### config.mk
export PLATFORM = sky130hd
export DESIGN_NAME = alu_flag_generator_8bit
export DESIGN_NICKNAME = d
export VERILOG_FILES = /design/src/design/afg_pkg.sv /design/src/design/alu_flag_generator_8bit.sv /design/src/design/afg_core.sv
export SDC_FILE = /design/constraint.sdc
export NUM_CORES = 1
export LEC_CHECK = 0
export ABC_AREA = 1
export BUFFER_PORTS_ARGS = -buffer_cell sky130_fd_sc_hd__buf_2
export CAP_MARGIN = 40
export CORE_MARGIN = 2
export CORE_UTILIZATION = 55
export CTS_CLUSTER_DIAMETER = 80
export DETAILED_ROUTE_END_ITERATION = 7
export GPL_ROUTABILITY_DRIVEN = 1
export MAX_ROUTING_LAYER = met4
export PLACE_DENSITY = 0.73
export SLEW_MARGIN = 20
export SYNTH_ARGS = -nofsm -noshare
export SYNTH_HDL_FRONTEND = slang
export SYNTH_SLANG_ARGS = --single-unit
### constraint.sdc
create_clock -name clk -period 9.9 [get_ports clk]
set_input_delay 0.99 -clock clk [delete_from_list [all_inputs] [get_ports clk]]
set_output_delay 0.99 -clock clk [all_outputs]
set_load 0.02 [all_outputs]
### src/design/afg_pkg.sv
// Shared types, operation codes and flag masks for the ALU flag generator.
package afg_pkg;

	localparam int unsigned CmdW  = 5;
	localparam int unsigned ByteW = 8;
	localparam int unsigned BitW  = 3;

	localparam logic [CmdW-1:0] CMD_ADD  = 5'd0;
	localparam logic [CmdW-1:0] CMD_SUB  = 5'd1;
	localparam logic [CmdW-1:0] CMD_CP   = 5'd2;
	localparam logic [CmdW-1:0] CMD_AND  = 5'd3;
	localparam logic [CmdW-1:0] CMD_OR   = 5'd4;
	localparam logic [CmdW-1:0] CMD_XOR  = 5'd5;
	localparam logic [CmdW-1:0] CMD_INC  = 5'd6;
	localparam logic [CmdW-1:0] CMD_DEC  = 5'd7;
	localparam logic [CmdW-1:0] CMD_RLCA = 5'd8;
	localparam logic [CmdW-1:0] CMD_RRCA = 5'd9;
	localparam logic [CmdW-1:0] CMD_RLA  = 5'd10;
	localparam logic [CmdW-1:0] CMD_RRA  = 5'd11;
	localparam logic [CmdW-1:0] CMD_RLC  = 5'd12;
	localparam logic [CmdW-1:0] CMD_RRC  = 5'd13;
	localparam logic [CmdW-1:0] CMD_RL   = 5'd14;
	localparam logic [CmdW-1:0] CMD_RR   = 5'd15;
	localparam logic [CmdW-1:0] CMD_SLA  = 5'd16;
	localparam logic [CmdW-1:0] CMD_SRA  = 5'd17;
	localparam logic [CmdW-1:0] CMD_SLL  = 5'd18;
	localparam logic [CmdW-1:0] CMD_SRL  = 5'd19;
	localparam logic [CmdW-1:0] CMD_BIT  = 5'd20;
	localparam logic [CmdW-1:0] CMD_DAA  = 5'd21;
	localparam logic [CmdW-1:0] CMD_SCF  = 5'd22;
	localparam logic [CmdW-1:0] CMD_CCF  = 5'd23;
	localparam logic [CmdW-1:0] CMD_CPL  = 5'd24;

	localparam logic [2:0] SH_RLC = 3'd0;
	localparam logic [2:0] SH_RRC = 3'd1;
	localparam logic [2:0] SH_RL  = 3'd2;
	localparam logic [2:0] SH_RR  = 3'd3;
	localparam logic [2:0] SH_SLA = 3'd4;
	localparam logic [2:0] SH_SRA = 3'd5;
	localparam logic [2:0] SH_SLL = 3'd6;
	localparam logic [2:0] SH_SRL = 3'd7;

	localparam logic [ByteW-1:0] F_S  = 8'h80;
	localparam logic [ByteW-1:0] F_Z  = 8'h40;
	localparam logic [ByteW-1:0] F_Y  = 8'h20;
	localparam logic [ByteW-1:0] F_H  = 8'h10;
	localparam logic [ByteW-1:0] F_X  = 8'h08;
	localparam logic [ByteW-1:0] F_P  = 8'h04;
	localparam logic [ByteW-1:0] F_N  = 8'h02;
	localparam logic [ByteW-1:0] F_C  = 8'h01;
	localparam logic [ByteW-1:0] F_XY = 8'h28;
	localparam logic [ByteW-1:0] F_SZP = 8'hC4;

	localparam logic [ByteW-1:0] DAA_LIMIT_HI = 8'h99;
	localparam logic [3:0]       DAA_LIMIT_LO = 4'h9;
	localparam logic [ByteW-1:0] DAA_CORR_HI  = 8'h60;
	localparam logic [ByteW-1:0] DAA_CORR_LO  = 8'h06;
	localparam logic [ByteW-1:0] INC_OVF      = 8'h7F;
	localparam logic [ByteW-1:0] DEC_OVF      = 8'h80;

	typedef struct packed {
		logic [CmdW-1:0]  cmd;
		logic [ByteW-1:0] operand_a;
		logic [ByteW-1:0] operand_b;
		logic             carry_in;
		logic [ByteW-1:0] old_flags;
		logic [ByteW-1:0] q_latch;
		logic [BitW-1:0]  bit_index;
		logic [ByteW-1:0] xy_source;
	} alu_in_t;

	typedef struct packed {
		logic [ByteW-1:0] result;
		logic [ByteW-1:0] new_flags;
	} alu_out_t;

endpackage

### src/design/alu_flag_generator_8bit.sv
// Top level: input register, ALU flag logic and result register.
//
//  channel | handshake            | payload
//  --------+----------------------+-----------------------------------------------
//  in      | in_valid / in_stall  | cmd operand_a operand_b carry_in old_flags
//          |                      | q_latch bit_index xy_source
//  out     | out_valid / out_stall| result new_flags
//
// One transaction per cycle sustained while out_stall is low; out_valid rises when the
// result register loads from the flag logic behind the input register after acceptance.
// Reset clears both stage valid bits; payload registers are not reset.
// A stalled result holds in the result register while the input register still
// takes a transaction; in_stall rises only when both registers are full.
module alu_flag_generator_8bit (
	input  logic                         clk,
	input  logic                         arst_n,
	input  logic                         in_valid,
	output logic                         in_stall,
	input  logic [afg_pkg::CmdW-1:0]     cmd,
	input  logic [afg_pkg::ByteW-1:0]    operand_a,
	input  logic [afg_pkg::ByteW-1:0]    operand_b,
	input  logic                         carry_in,
	input  logic [afg_pkg::ByteW-1:0]    old_flags,
	input  logic [afg_pkg::ByteW-1:0]    q_latch,
	input  logic [afg_pkg::BitW-1:0]     bit_index,
	input  logic [afg_pkg::ByteW-1:0]    xy_source,
	output logic                         out_valid,
	input  logic                         out_stall,
	output logic [afg_pkg::ByteW-1:0]    result,
	output logic [afg_pkg::ByteW-1:0]    new_flags
);

	afg_pkg::alu_in_t  op_s1;
	afg_pkg::alu_out_t res_comb;
	afg_pkg::alu_out_t res_s2;
	logic              valid_s1, valid_s2;
	logic              free_s2, adv_s1, take_in;

	assign free_s2  = !valid_s2 || !out_stall;
	assign adv_s1   = valid_s1 && free_s2;
	assign in_stall = valid_s1 && !free_s2;
	assign take_in  = in_valid && !in_stall;

	always_ff @(posedge clk or negedge arst_n) begin
		if (!arst_n) begin
			valid_s1 <= 1'b0;
		end else if (take_in) begin
			valid_s1 <= 1'b1;
		end else if (adv_s1) begin
			valid_s1 <= 1'b0;
		end
	end

	always_ff @(posedge clk) begin
		if (take_in) begin
			op_s1.cmd       <= cmd;
			op_s1.operand_a <= operand_a;
			op_s1.operand_b <= operand_b;
			op_s1.carry_in  <= carry_in;
			op_s1.old_flags <= old_flags;
			op_s1.q_latch   <= q_latch;
			op_s1.bit_index <= bit_index;
			op_s1.xy_source <= xy_source;
		end
	end

	afg_core u_core (
		.op  (op_s1),
		.res (res_comb)
	);

	always_ff @(posedge clk or negedge arst_n) begin
		if (!arst_n) begin
			valid_s2 <= 1'b0;
		end else if (free_s2) begin
			valid_s2 <= adv_s1;
		end
	end

	always_ff @(posedge clk) begin
		if (adv_s1) begin
			res_s2 <= res_comb;
		end
	end

	assign out_valid = valid_s2;
	assign result    = res_s2.result;
	assign new_flags = res_s2.new_flags;

`ifndef SYNTHESIS
	a_stall_needs_item: assert property (@(posedge clk) disable iff (!arst_n)
		in_stall |-> (valid_s1 && valid_s2))
		else $error("input stalled without both stages full");

	a_hold_s1: assert property (@(posedge clk) disable iff (!arst_n)
		(valid_s1 && !free_s2) |=> valid_s1)
		else $error("blocked transaction dropped from input stage");

	a_adv_to_s2: assert property (@(posedge clk) disable iff (!arst_n)
		adv_s1 |=> valid_s2)
		else $error("advanced transaction missing from result stage");

	a_drain_s2: assert property (@(posedge clk) disable iff (!arst_n)
		(valid_s2 && !out_stall && !adv_s1) |=> !valid_s2)
		else $error("delivered result repeated");
`endif

endmodule

### src/design/afg_core.sv
// Result byte and flag byte logic for one ALU operation.
module afg_core (
	input  afg_pkg::alu_in_t  op,
	output afg_pkg::alu_out_t res
);

	function automatic logic [7:0] szxy(input logic [7:0] r);
		szxy = {r[7], (r == 8'h00), r[5], 1'b0, r[3], 3'b000};
	endfunction

	function automatic logic [7:0] par(input logic [7:0] r);
		par = (^r) ? 8'h00 : afg_pkg::F_P;
	endfunction

	logic [7:0] a, b, of;
	logic       ci, oc, nf, hf;
	logic [8:0] sum9, dif9;
	logic [4:0] hsum, hdif;
	logic [4:0] sh_idx;
	logic [2:0] sh_op;
	logic [7:0] sh_r;
	logic       sh_c;
	logic [7:0] daa_corr, daa_r;
	logic       daa_c, daa_h;
	logic       bit_t;

	assign a  = op.operand_a;
	assign b  = op.operand_b;
	assign of = op.old_flags;
	assign ci = op.carry_in;
	assign oc = op.old_flags[0];
	assign nf = op.old_flags[1];
	assign hf = op.old_flags[4];

	assign sum9 = {1'b0, a} + {1'b0, b} + {8'd0, ci};
	assign dif9 = {1'b0, a} - {1'b0, b} - {8'd0, ci};
	assign hsum = {1'b0, a[3:0]} + {1'b0, b[3:0]} + {4'd0, ci};
	assign hdif = {1'b0, a[3:0]} - {1'b0, b[3:0]} - {4'd0, ci};

	assign sh_idx = (op.cmd >= afg_pkg::CMD_RLC) ? (op.cmd - afg_pkg::CMD_RLC)
	                                              : (op.cmd - afg_pkg::CMD_RLCA);
	assign sh_op  = sh_idx[2:0];

	always_comb begin
		unique case (sh_op)
			afg_pkg::SH_RLC: begin sh_c = a[7]; sh_r = {a[6:0], a[7]}; end
			afg_pkg::SH_RRC: begin sh_c = a[0]; sh_r = {a[0], a[7:1]}; end
			afg_pkg::SH_RL:  begin sh_c = a[7]; sh_r = {a[6:0], oc};   end
			afg_pkg::SH_RR:  begin sh_c = a[0]; sh_r = {oc, a[7:1]};   end
			afg_pkg::SH_SLA: begin sh_c = a[7]; sh_r = {a[6:0], 1'b0}; end
			afg_pkg::SH_SRA: begin sh_c = a[0]; sh_r = {a[7], a[7:1]}; end
			afg_pkg::SH_SLL: begin sh_c = a[7]; sh_r = {a[6:0], 1'b1}; end
			afg_pkg::SH_SRL: begin sh_c = a[0]; sh_r = {1'b0, a[7:1]}; end
			default:         begin sh_c = a[0]; sh_r = {1'b0, a[7:1]}; end
		endcase
	end

	always_comb begin
		daa_corr = 8'h00;
		daa_c    = oc;
		if (hf || (a[3:0] > afg_pkg::DAA_LIMIT_LO))
			daa_corr = daa_corr | afg_pkg::DAA_CORR_LO;
		if (oc || (a > afg_pkg::DAA_LIMIT_HI)) begin
			daa_corr = daa_corr | afg_pkg::DAA_CORR_HI;
			daa_c    = 1'b1;
		end
		daa_r = nf ? (a - daa_corr) : (a + daa_corr);
		daa_h = nf ? (hf && (a[3:0] < 4'h6)) : (a[3:0] > afg_pkg::DAA_LIMIT_LO);
	end

	assign bit_t = a[op.bit_index];

	always_comb begin
		res.result    = a;
		res.new_flags = of;
		unique case (op.cmd)
			afg_pkg::CMD_ADD: begin
				res.result    = sum9[7:0];
				res.new_flags = szxy(sum9[7:0])
				              | (hsum[4] ? afg_pkg::F_H : 8'h00)
				              | ((~(a[7] ^ b[7]) & (a[7] ^ sum9[7])) ? afg_pkg::F_P : 8'h00)
				              | (sum9[8] ? afg_pkg::F_C : 8'h00);
			end
			afg_pkg::CMD_SUB, afg_pkg::CMD_CP: begin
				res.result    = dif9[7:0];
				res.new_flags = (szxy(dif9[7:0]) & ~afg_pkg::F_XY) | afg_pkg::F_N
				              | (hdif[4] ? afg_pkg::F_H : 8'h00)
				              | (((a[7] ^ b[7]) & (a[7] ^ dif9[7])) ? afg_pkg::F_P : 8'h00)
				              | (dif9[8] ? afg_pkg::F_C : 8'h00)
				              | (((op.cmd == afg_pkg::CMD_CP) ? b : dif9[7:0]) & afg_pkg::F_XY);
			end
			afg_pkg::CMD_AND: begin
				res.result    = a & b;
				res.new_flags = szxy(a & b) | par(a & b) | afg_pkg::F_H;
			end
			afg_pkg::CMD_OR: begin
				res.result    = a | b;
				res.new_flags = szxy(a | b) | par(a | b);
			end
			afg_pkg::CMD_XOR: begin
				res.result    = a ^ b;
				res.new_flags = szxy(a ^ b) | par(a ^ b);
			end
			afg_pkg::CMD_INC: begin
				res.result    = a + 8'd1;
				res.new_flags = {7'd0, oc} | szxy(a + 8'd1)
				              | ((a[3:0] == 4'hF) ? afg_pkg::F_H : 8'h00)
				              | ((a == afg_pkg::INC_OVF) ? afg_pkg::F_P : 8'h00);
			end
			afg_pkg::CMD_DEC: begin
				res.result    = a - 8'd1;
				res.new_flags = {7'd0, oc} | afg_pkg::F_N | szxy(a - 8'd1)
				              | ((a[3:0] == 4'h0) ? afg_pkg::F_H : 8'h00)
				              | ((a == afg_pkg::DEC_OVF) ? afg_pkg::F_P : 8'h00);
			end
			afg_pkg::CMD_RLCA, afg_pkg::CMD_RRCA, afg_pkg::CMD_RLA, afg_pkg::CMD_RRA: begin
				res.result    = sh_r;
				res.new_flags = (of & afg_pkg::F_SZP) | (sh_r & afg_pkg::F_XY) | {7'd0, sh_c};
			end
			afg_pkg::CMD_RLC, afg_pkg::CMD_RRC, afg_pkg::CMD_RL, afg_pkg::CMD_RR,
			afg_pkg::CMD_SLA, afg_pkg::CMD_SRA, afg_pkg::CMD_SLL, afg_pkg::CMD_SRL: begin
				res.result    = sh_r;
				res.new_flags = szxy(sh_r) | par(sh_r) | {7'd0, sh_c};
			end
			afg_pkg::CMD_BIT: begin
				res.new_flags = {7'd0, oc} | afg_pkg::F_H | (op.xy_source & afg_pkg::F_XY)
				              | (bit_t ? 8'h00 : (afg_pkg::F_Z | afg_pkg::F_P))
				              | ((bit_t && (op.bit_index == 3'd7)) ? afg_pkg::F_S : 8'h00);
			end
			afg_pkg::CMD_DAA: begin
				res.result    = daa_r;
				res.new_flags = szxy(daa_r) | par(daa_r) | (nf ? afg_pkg::F_N : 8'h00)
				              | {7'd0, daa_c} | (daa_h ? afg_pkg::F_H : 8'h00);
			end
			afg_pkg::CMD_SCF: begin
				res.new_flags = (of & afg_pkg::F_SZP) | afg_pkg::F_C
				              | ((a | op.q_latch) & afg_pkg::F_XY);
			end
			afg_pkg::CMD_CCF: begin
				res.new_flags = (of & afg_pkg::F_SZP) | (oc ? afg_pkg::F_H : afg_pkg::F_C)
				              | ((a | op.q_latch) & afg_pkg::F_XY);
			end
			afg_pkg::CMD_CPL: begin
				res.result    = ~a;
				res.new_flags = (of & (afg_pkg::F_SZP | afg_pkg::F_C))
				              | afg_pkg::F_H | afg_pkg::F_N | (~a & afg_pkg::F_XY);
			end
			default: begin
				res.result    = a;
				res.new_flags = of;
			end
		endcase
	end

endmodule
==> impl_metrics.py, run 1 <==
metrics = {
    "outcome": {
        "outcome": "complete, no violations",
    },
    "layout": {
        "layout_common_cells": "236 x nand2_1, 124 x inv_1, 78 x nand3_1, 67 x ha_1, 65 x nor2_1",
        "nFillCells": 962,
        "drive_gt1_share_pct": 10.6,
        "final_area_um2": 6200,
        "antennaDiodeCount": 0,
        "stdcell_count": 1001,
        "final_common_cell": "nand2_1",
        "nets": 988,
        "area_delta_synth_final_pct": 9.62,
    },
    "timing": {
        "max_freq_mhz": 196,
        "fin_crit_sh_pct": 51.4,
        "maxSlewHeadroom_pct": 39.0,
        "hold_viol": 0,
        "rsz0062_at_grt": "false",
        "clock-skew-final_ns": 0.0114,
        "final.setup.tns_ns": 0,
        "fin_crit_ns": 5.09,
        "worst_pin_slew_ns": 0.911,
        "setup_viol": 0,
        "final_max_slew_viol_count": 0,
    },
    "floorplan": {
        "die_y_um": 105,
        "core_um2": 10100,
        "row_count": 37,
        "die_area_um2": 11100,
        "fp.dieW_um": 105,
        "initial_core_util_pct": 55.8,
        "ios": 71,
    },
    "drt": {
        "drcViolationCount": 0,
        "wirelength_mm": 17.9,
        "wl_per_cell_um": 17.9,
        "avgViaCountPerCell": 5.78,
        "first_iter_violations": 532,
        "ant_nets": 0,
        "vias": 5789,
        "drt-pass1-iter-count": 6,
    },
    "grt": {
        "grt_pass1_wl_mm": 27.5,
        "track_usage_pct": 33.5,
        "grt_pass1_vias": 5326,
        "antenna_found_initial": 0,
        "gr-total-overflow": 0,
        "grt_max_degree": 38,
    },
    "min_path": {
        "hp-class": "input port to async pin",
    },
    "place": {
        "hpwl_mm": 14.2,
        "placed_area_um2": 6100,
        "place_congestion": 1.05,
        "dp.cells": 993,
        "io_buffers": 58,
    },
    "power": {
        "leakagePower_nw": 3.24,
        "power_density_nw_per_um2": 129,
        "total_power_uw": 802,
        "vdd_drop_max_v": 0.0000840,
    },
    "clock_network": {
        "clk_pin_slew_worst_paths_ns": 0.12,
        "max-clock-path-buffers": 2,
        "root_buffer": "clkbuf_8",
        "cts_tree": "done",
        "post_cts_buffers": 0,
        "clk_latency_ns": 0.34,
        "htreeDepth": 2,
        "cts_buffers": 5,
        "cts_resized": 0,
        "cts_hold_buf": 0,
        "clock-sinks": 55,
    },
    "worst_setup_path": {
        "worst_setup_path_end_kind": "flop",
        "critical_path_class": "flop to flop",
        "path_max_fanout": 13,
        "cp.arrival_ns": 5.19,
        "setup.worst_path.start_class": "flop",
        "cp.required_ns": 9.99,
    },
    "yosys": {
        "synth_area_leaders": "edfxtp_1 28%, nand2_1 16%, ha_1 15%, inv_1 8.2%, nand3_1 6.9%",
        "synth_warnings": 0,
        "ys_types": 37,
        "yosysTopAreaCell": "edfxtp_1",
        "avgSynthCellArea_um2": 7.04,
        "mappedNetlistArea_um2": 5660,
        "synth-seq-cells": 55,
        "synth_fp_nets": 928,
        "yosysTopAreaCellShare_pct": 28.1,
        "syn_inst": 804,
        "yosysSeqAreaShare_pct": 29.0,
    },
    "job": {
        "cap_viol_max_count": 0,
    },
}
registers in the layout, summed over array words and instances (netlist names):
register	count
out_valid	1
result	8
new_flags	8
valid_s1	1
op_s1	37
report_power, final:
part	switching, mW	total, mW	internal (mW)
clock network	0.0908	0.143	0.0523
logic	0.231	0.355	0.124
registers	0.0195	0.304	0.285
Yosys cell counts, drive strengths merged:
| library cell | number |
|---|---|
| or2 | 9 |
| fa | 4 |
| buf | 8 |
| o22ai | 16 |
| a21oi | 17 |
| edfxtp | 53 |
| xnor2 | 10 |
| nor3 | 5 |
| dfrtp | 2 |
| nor4 | 1 |
| nand4 | 32 |
| o21a | 1 |
| nand2 | 239 |
| clkbuf | 2 |
| o2111ai | 2 |
| a311oi | 1 |
| o21ai | 32 |
| nand3b | 5 |
| and3 | 5 |
| nor2 | 69 |
| o221ai | 1 |
| and2 | 1 |
| nand3 | 78 |
| xor2 | 10 |
| o211ai | 5 |
| ha | 67 |
| nand2b | 1 |
| inv | 128 |
critical path, stage by stage, from the launching register on:
cell and delay [ns]:
edfxtp_1 0.76, inv_1 0.38, ha_1 0.36, inv_1 0.09, o21ai_0 0.09, or2_2 0.35
inv_1 0.06, nor2_1 0.06, inv_1 0.12, ha_1 0.24, nand2_1 0.07, nand2_1 0.05
ha_1 0.35, nand2_1 0.07, o211ai_1 0.18, xor2_1 0.23, inv_1 0.07, ha_1 0.33
xor2_1 0.16, nand2_1 0.06, nand3_1 0.14, nand2_1 0.10, nor2_1 0.09, nand3_1 0.18
nor2_1 0.15, nand3_1 0.07
per-stage QoR:
| step | util (%) | hold WS [ns] | setup WS, ns |
|---|---|---|---|
| 5_1_grt | 61.2 | 0.408 | 4.44 |
| 6_report | 61.2 | 0.419 | 4.81 |
| 3_3_place_gp | 60.2 | 0.440 | 4.99 |
| 4_1_cts | 61.2 | 0.419 | 4.93 |
| 3_5_place_dp | 60.2 | 0.459 | 4.97 |
| 2_1_floorplan | - | 0.433 | 5.77 |
routing by layer:
layer  vias up  track usage [%]  share of wire, %
met5         -                -                 0
met3        44             6.12                10
li1       2770                -                 -
met2       324             49.2                43
met1      2651             45.7                43
met4         0             13.6               3.5
cells by family (layout without fill, tap and decap cells):
| logic type | count (synthesis) | count (layout) | synth area share, % |
|---|---|---|---|
| simple gates | 445 | 445 | 34.6 |
| xor+xnor | 20 | 20 | 3.10 |
| buf+inv | 138 | 199 | 9.38 |
| flops | 55 | 55 | 29.0 |
| fa+ha+maj | 71 | 71 | 16.2 |
| compound gates | 75 | 75 | 7.63 |
layout make-up:
type                    instances  area [µm²]  share of cell area, %
inverters                     128         480                   7.75
clock buffers                   5        68.8                   1.11
repair buffers                 63         328                   5.29
multi-input cells             611        3480                   56.2
clock inverters                 3        27.5                  0.444
flip-flops and latches         55        1640                   26.5
well taps                     136         170                   2.74
path summary, 6_finish.rpt:
path	from	end	slack (ns)	depth (start not counted)
max in group asynchronous	arst_n	valid_s1	9.39	1
hold / removal	arst_n	out_valid	0.42	1
hold reg to reg	valid_s1	out_valid	0.48	2
setup reg to reg	op_s1[36]	new_flags[2]	4.81	25
min in group clk	valid_s1	out_valid	0.48	2
setup / recovery	op_s1[36]	new_flags[2]	4.81	25
(Power assumes the default switching activity.)
==> run 2: changes to the inputs <==
--- a/config.mk
+++ b/config.mk
@@ -9,12 +9,12 @@
 export BUFFER_PORTS_ARGS = -buffer_cell sky130_fd_sc_hd__buf_2
 export CAP_MARGIN = 40
 export CORE_MARGIN = 2
-export CORE_UTILIZATION = 55
+export CORE_UTILIZATION = 54
 export CTS_CLUSTER_DIAMETER = 80
 export DETAILED_ROUTE_END_ITERATION = 7
 export GPL_ROUTABILITY_DRIVEN = 1
 export MAX_ROUTING_LAYER = met4
-export PLACE_DENSITY = 0.73
+export PLACE_DENSITY = 0.75
 export SLEW_MARGIN = 20
 export SYNTH_ARGS = -nofsm -noshare
 export SYNTH_HDL_FRONTEND = slang
==> constraint.sdc (replaced) <==
create_clock -name clk -period 4.1 [get_ports clk]
set_input_delay 0.41 -clock clk [delete_from_list [all_inputs] [get_ports clk]]
set_output_delay 0.41 -clock clk [all_outputs]
set_load 0.02 [all_outputs]
==> run 2 against run 1 <==
Against the previous run:
- clock power grew 130%
- register-to-register slack got worse by 4.6 ns
- via count is 1.8% higher
- die area up 1.8%
- power rose to 2.5 times the previous value
- setup slack got worse by 4.6 ns
- critical path depth grew 3
- final area is 5.4% higher
- global-route usage is 1.5 points higher
- critical path type unchanged
- largest cell class unchanged
- largest power group unchanged
==> impl_metrics.py, run 2 (synthesis gave the netlist of run 1 again) <==
metrics = {
    "power": {
        "vdd_drop_max_v": 0.000168,
        "power_density_nw_per_um2": 308,
        "leakagePower_nw": 3.35,
        "total_power_mw": 2.02,
    },
    "clock_network": {
        "max-clock-path-buffers": 2,
        "clk_latency_ns": 0.33,
        "cts_tree": "done",
        "htreeDepth": 2,
        "cts_buffers": 5,
        "root_buffer": "clkbuf_8",
        "clk_pin_slew_worst_paths_ns": 0.11,
        "clock-sinks": 55,
    },
    "worst_setup_path": {
        "regToRegEndpoint": "new_flags[2]",
        "critical_path_class": "flop to flop",
        "crit_start": "op_s1[36]",
        "setup.worst_path.start_class": "flop",
        "max_stage_delay_ns": 0.46,
        "path_max_fanout": 4,
        "path_delay_family": "simple AND/OR/NAND/NOR gates",
        "cp.required_ns": 4.19,
        "crit_slowest_cell": "edfxtp_1",
        "path_depth": 28,
        "reg2reg_depth": 28,
        "cp.arrival_ns": 3.94,
        "worst_setup_path_end_kind": "flop",
        "r2r-start": "op_s1[36]",
        "rrSetupSlack_ns": 0.25,
        "cp-endpoint": "new_flags[2]",
        "critPathBufInv": 5,
    },
    "drt": {
        "vias": 5896,
        "wirelength_mm": 19.1,
        "ant_nets": 0,
        "first_iter_violations": 605,
        "drcViolationCount": 0,
        "wl_per_cell_um": 18.6,
        "avgViaCountPerCell": 5.76,
        "drt-pass1-iter-count": 5,
    },
    "place": {
        "hpwl_mm": 15.2,
        "placed_area_um2": 6190,
        "place_congestion": 1.01,
        "pre_cts_ws_ns": -0.0424,
        "io_buffers": 58,
        "dp.cells": 1005,
    },
    "layout": {
        "final_area_um2": 6540,
        "largest_register_ff_count": 37,
        "drive_gt1_share_pct": 15.9,
        "area_delta_synth_final_pct": 15.6,
        "final_common_cell": "nand2_1",
        "antennaDiodeCount": 0,
        "largest_register": "op_s1",
        "stdcell_count": 1024,
        "postLayoutCoreUtil_pct": 63.9,
        "layout_common_cells": "230 x nand2_1, 118 x inv_1, 77 x nand3_1, 62 x nor2_1, 59 x ha_1",
        "nets": 1011,
    },
    "outcome": {
        "outcome": "complete, no violations",
    },
    "timing": {
        "clock-skew-final_ns": 0.0147,
        "worst_pin_slew_ns": 0.746,
        "final.setup.tns_ns": 0,
        "timing.hold.ws_ns": 0.245,
        "setup_viol": 0,
        "final_max_slew_viol_count": 0,
        "fin_crit_ns": 3.85,
        "maxSlewHeadroom_pct": 50.1,
        "setup_ws_ns": 0.248,
        "fin_crit_sh_pct": 94.0,
        "hold_viol": 0,
        "max_freq_mhz": 260,
    },
    "floorplan": {
        "core_um2": 10200,
        "ios": 71,
        "die_area_um2": 11300,
        "row_count": 37,
        "fp.dieW_um": 106,
        "die_y_um": 106,
        "initial_core_util_pct": 55.3,
    },
    "min_path": {
        "hp-class": "input port to flop",
    },
    "grt": {
        "gr-total-overflow": 0,
        "grt_pass1_vias": 5484,
        "track_usage_pct": 35.0,
        "grt_max_degree": 38,
        "antenna_found_initial": 0,
        "grt_pass1_wl_mm": 29.2,
    },
    "job": {
        "cap_viol_max_count": 0,
    },
}
==> run 2: cell type report <==
| class | instances | area (µm²) |
|---|---|---|
| clock buffers | 5 | 68.8 |
| inverters | 128 | 480 |
| well taps | 136 | 170 |
| clock inverters | 3 | 27.5 |
| multi-input cells | 611 | 3640 |
| flip-flops and latches | 55 | 1640 |
| fillers | 954 | 3690 |
| repair buffers | 86 | 507 |
==> run 2: timing repair <==
| item | 4_1_cts | 5_1_grt |
|---|---|---|
| endpoints found under the hold margin | 2 | 0 |
| gates resized for setup | 1 | 36 |
| buffers inserted | 0 | 10 |
| endpoints found under the setup margin | 1 | 2 |
| pin swaps | 0 | 19 |
| hold buffers | 1 | 0 |
==> run 2: worst register-to-register path: cells and delay by family, from the launching register on <==
kind	cells	cell delay (ns)
adder cells (fa/ha/maj)	4	0.87
flip-flops	1	0.46
AND/OR/NAND/NOR	18	1.62
XOR/XNOR	1	0.15
buffers and inverters	5	0.50
==> run 2: how the worst min path moves through the flow <==
stage                 start   endpoint  cells past startpoint
2_1_floorplan        arst_n  out_valid                      0
3_5_place_dp         arst_n  out_valid                      1
4_1_cts              cmd[0]  op_s1[44]                      1
3_3_place_gp         arst_n  out_valid                      1
6_report             cmd[0]  op_s1[44]                      1
5_1_grt        old_flags[0]  op_s1[19]                      1
==> run 2: per-layer routing <==
layer | part of all wire, % | vias to the layer above | track usage, %
met1 | 43 | 2733 | 48.4
met4 | 2.6 | 0 | 10.2
met2 | 45 | 305 | 53.3
met3 | 9.3 | 48 | 5.46
li1 | - | 2810 | -
met5 | 0 | - | -
==> run 2: report_power, final <==
part           internal [mW]  switching [mW]  total (mW)
Clock                  0.126           0.210       0.336
Sequential             0.688          0.0374       0.726
Combinational          0.353           0.601       0.954
==> run 3: changes to the inputs <==
--- a/config.mk
+++ b/config.mk
@@ -9,12 +9,13 @@
 export BUFFER_PORTS_ARGS = -buffer_cell sky130_fd_sc_hd__buf_2
 export CAP_MARGIN = 40
 export CORE_MARGIN = 2
-export CORE_UTILIZATION = 54
+export CORE_UTILIZATION = 55
 export CTS_CLUSTER_DIAMETER = 80
 export DETAILED_ROUTE_END_ITERATION = 7
 export GPL_ROUTABILITY_DRIVEN = 1
+export GPL_TIMING_DRIVEN = 0
 export MAX_ROUTING_LAYER = met4
-export PLACE_DENSITY = 0.75
+export PLACE_DENSITY = 0.73
 export SLEW_MARGIN = 20
 export SYNTH_ARGS = -nofsm -noshare
 export SYNTH_HDL_FRONTEND = slang
==> constraint.sdc (replaced) <==
create_clock -name clk -period 4.85 [get_ports clk]
set_input_delay 0.485 -clock clk [delete_from_list [all_inputs] [get_ports clk]]
set_output_delay 0.485 -clock clk [all_outputs]
set_load 0.02 [all_outputs]
==> run 3 against run 2 <==
Against the previous run:
- first-iteration DRC count up 3.0%
- final area decreased by 3.6%
- clock-buffer cell count unchanged
==> impl_metrics.py, run 3 (synthesis gave the netlist of run 1 again) <==
metrics = {
    "timing": {
        "rsz0062_at_grt": "false",
        "clock-skew-final_ns": 0.0105,
        "fin_crit_ns": 4.53,
        "final_max_slew_viol_count": 0,
        "max_freq_mhz": 221,
        "setup_viol": 0,
        "hold_viol": 0,
        "timing.hold.ws_ns": 0.329,
        "fin_crit_sh_pct": 93.3,
        "maxSlewHeadroom_pct": 47.1,
        "worst_pin_slew_ns": 0.794,
    },
    "grt": {
        "antenna_found_initial": 0,
        "grt_pass1_vias": 5337,
        "track_usage_pct": 34.6,
        "grt_max_degree": 38,
        "gr-total-overflow": 0,
        "grt_pass1_wl_mm": 28.5,
    },
    "clock_network": {
        "clk_pin_slew_worst_paths_ns": 0.11,
        "cts_tree": "done",
        "max-clock-path-buffers": 2,
        "root_buffer": "clkbuf_8",
        "cts_buffers": 5,
        "clock-sinks": 55,
        "htreeDepth": 2,
        "clk_latency_ns": 0.32,
    },
    "drt": {
        "wl_per_cell_um": 18.3,
        "ant_nets": 0,
        "drt-pass1-iter-count": 6,
        "drcViolationCount": 0,
        "avgViaCountPerCell": 5.76,
        "vias": 5833,
        "wirelength_mm": 18.5,
        "first_iter_violations": 623,
    },
    "min_path": {
        "hp-class": "input port to flop",
    },
    "worst_setup_path": {
        "crit_slowest_cell": "edfxtp_1",
        "cp.required_ns": 4.92,
        "cp.arrival_ns": 4.60,
        "reg2reg_depth": 26,
        "r2r-start": "op_s1[37]",
        "rrSetupSlack_ns": 0.32,
        "path_common_cell": "nand2_1",
        "max_stage_delay_ns": 0.39,
        "regToRegEndpoint": "new_flags[2]",
        "crit_start": "op_s1[37]",
        "path_max_fanout": 9,
        "cp-endpoint": "new_flags[2]",
        "setup.worst_path.start_class": "flop",
        "worst_setup_path_end_kind": "flop",
        "critical_path_class": "flop to flop",
    },
    "layout": {
        "stdcell_count": 1012,
        "largest_register_ff_count": 37,
        "drive_gt1_share_pct": 12.1,
        "final_area_um2": 6300,
        "largest_register": "op_s1",
        "area_delta_synth_final_pct": 11.4,
        "nets": 999,
        "antennaDiodeCount": 0,
        "final_common_cell": "nand2_1",
        "nFillCells": 954,
        "layout_common_cells": "236 x nand2_1, 121 x inv_1, 78 x nand3_1, 66 x ha_1",
    },
    "place": {
        "place_congestion": 1.01,
        "dp.cells": 998,
        "placed_area_um2": 6120,
        "io_buffers": 58,
        "hpwl_mm": 14.9,
    },
    "floorplan": {
        "ios": 71,
        "fp.dieW_um": 105,
        "die_area_um2": 11100,
        "row_count": 37,
        "core_um2": 10100,
        "initial_core_util_pct": 55.8,
        "die_y_um": 105,
    },
    "power": {
        "power_density_nw_per_um2": 267,
        "leakagePower_nw": 3.28,
        "total_power_mw": 1.68,
        "vdd_drop_max_v": 0.000139,
    },
    "outcome": {
        "outcome": "complete, no violations",
    },
    "job": {
        "cap_viol_max_count": 0,
    },
}
[run 3: cell count changes in the layout (fill, tap and decap cells not counted), sizes merged]
cell / change
inv: -2
clkinvlp: +2
clkbuf: +3
bufinv: +1
buf: -15
clkinv: -1
[run 3: area by class of cell]
class | instances | area (µm²) | area share [%]
flip-flops and latches | 55 | 1640 | 26.0
well taps | 136 | 170 | 2.70
plain buffers | 10 | 52.6 | 0.834
clock inverters | 3 | 46.3 | 0.735
inverters | 128 | 488 | 7.74
clock buffers | 5 | 68.8 | 1.09
repair buffers | 64 | 342 | 5.42
multi-input cells | 611 | 3490 | 55.4
[run 3: per-stage QoR]
stage | setup TNS (ns) | setup WS, ns | util (%)
CTS | 0 | 0.0567 | 61.8
detailed placement | -0.193 | -0.193 | 60.4
global placement | -0.195 | -0.195 | 60.3
floorplan | 0 | 0.723 | -
finish | 0 | 0.324 | 62.2
global route | 0 | 0.0535 | 62.2
[run 3: worst min-delay path by stage]
stage                             from        end  slack, ns  depth (start not counted)
after global placement          arst_n   valid_s1       0.27                          1
final                     old_flags[1]  op_s1[20]       0.33                          1
after detailed placement        arst_n   valid_s1       0.28                          1
after CTS                 old_flags[1]  op_s1[20]       0.33                          1
after floorplan                 arst_n  out_valid       0.19                          0
after global routing      operand_b[4]  op_s1[32]       0.32                          1
[run 3: critical path, delay by kind of cell (launching register included)]
family | cells | cell delay [ns]
AND/OR/NAND/NOR | 12 | 1.27
adder cells (fa/ha/maj) | 4 | 1.18
buffers and inverters | 6 | 0.76
flip-flops | 1 | 0.39
XOR/XNOR | 2 | 0.39
AO/OA/AOI/OAI | 2 | 0.28
[run 3: power by group]
part           switching (mW)  internal [mW]
Sequential             0.0337          0.582
Clock                   0.168          0.156
Combinational           0.486          0.258
Total                   0.688          0.996
[run 3: what timing repair did]
item                       CTS  global route
hold buffers                 1             0
hold endpoints to repair     2             0
setup buffers                2             2
setup endpoints to repair    1             2
gates resized for setup      0             6
pin swaps                    0             0
[run 3: per-layer routing]
metal  up-vias  global-route usage (%)  share of wire [%]
li1       2786                       -                  -
met1      2626                    47.5                 43
met2       368                    52.5                 43
met3        53                    6.00                 11
met4         0                    10.3                3.1
met5         -                       -                  0
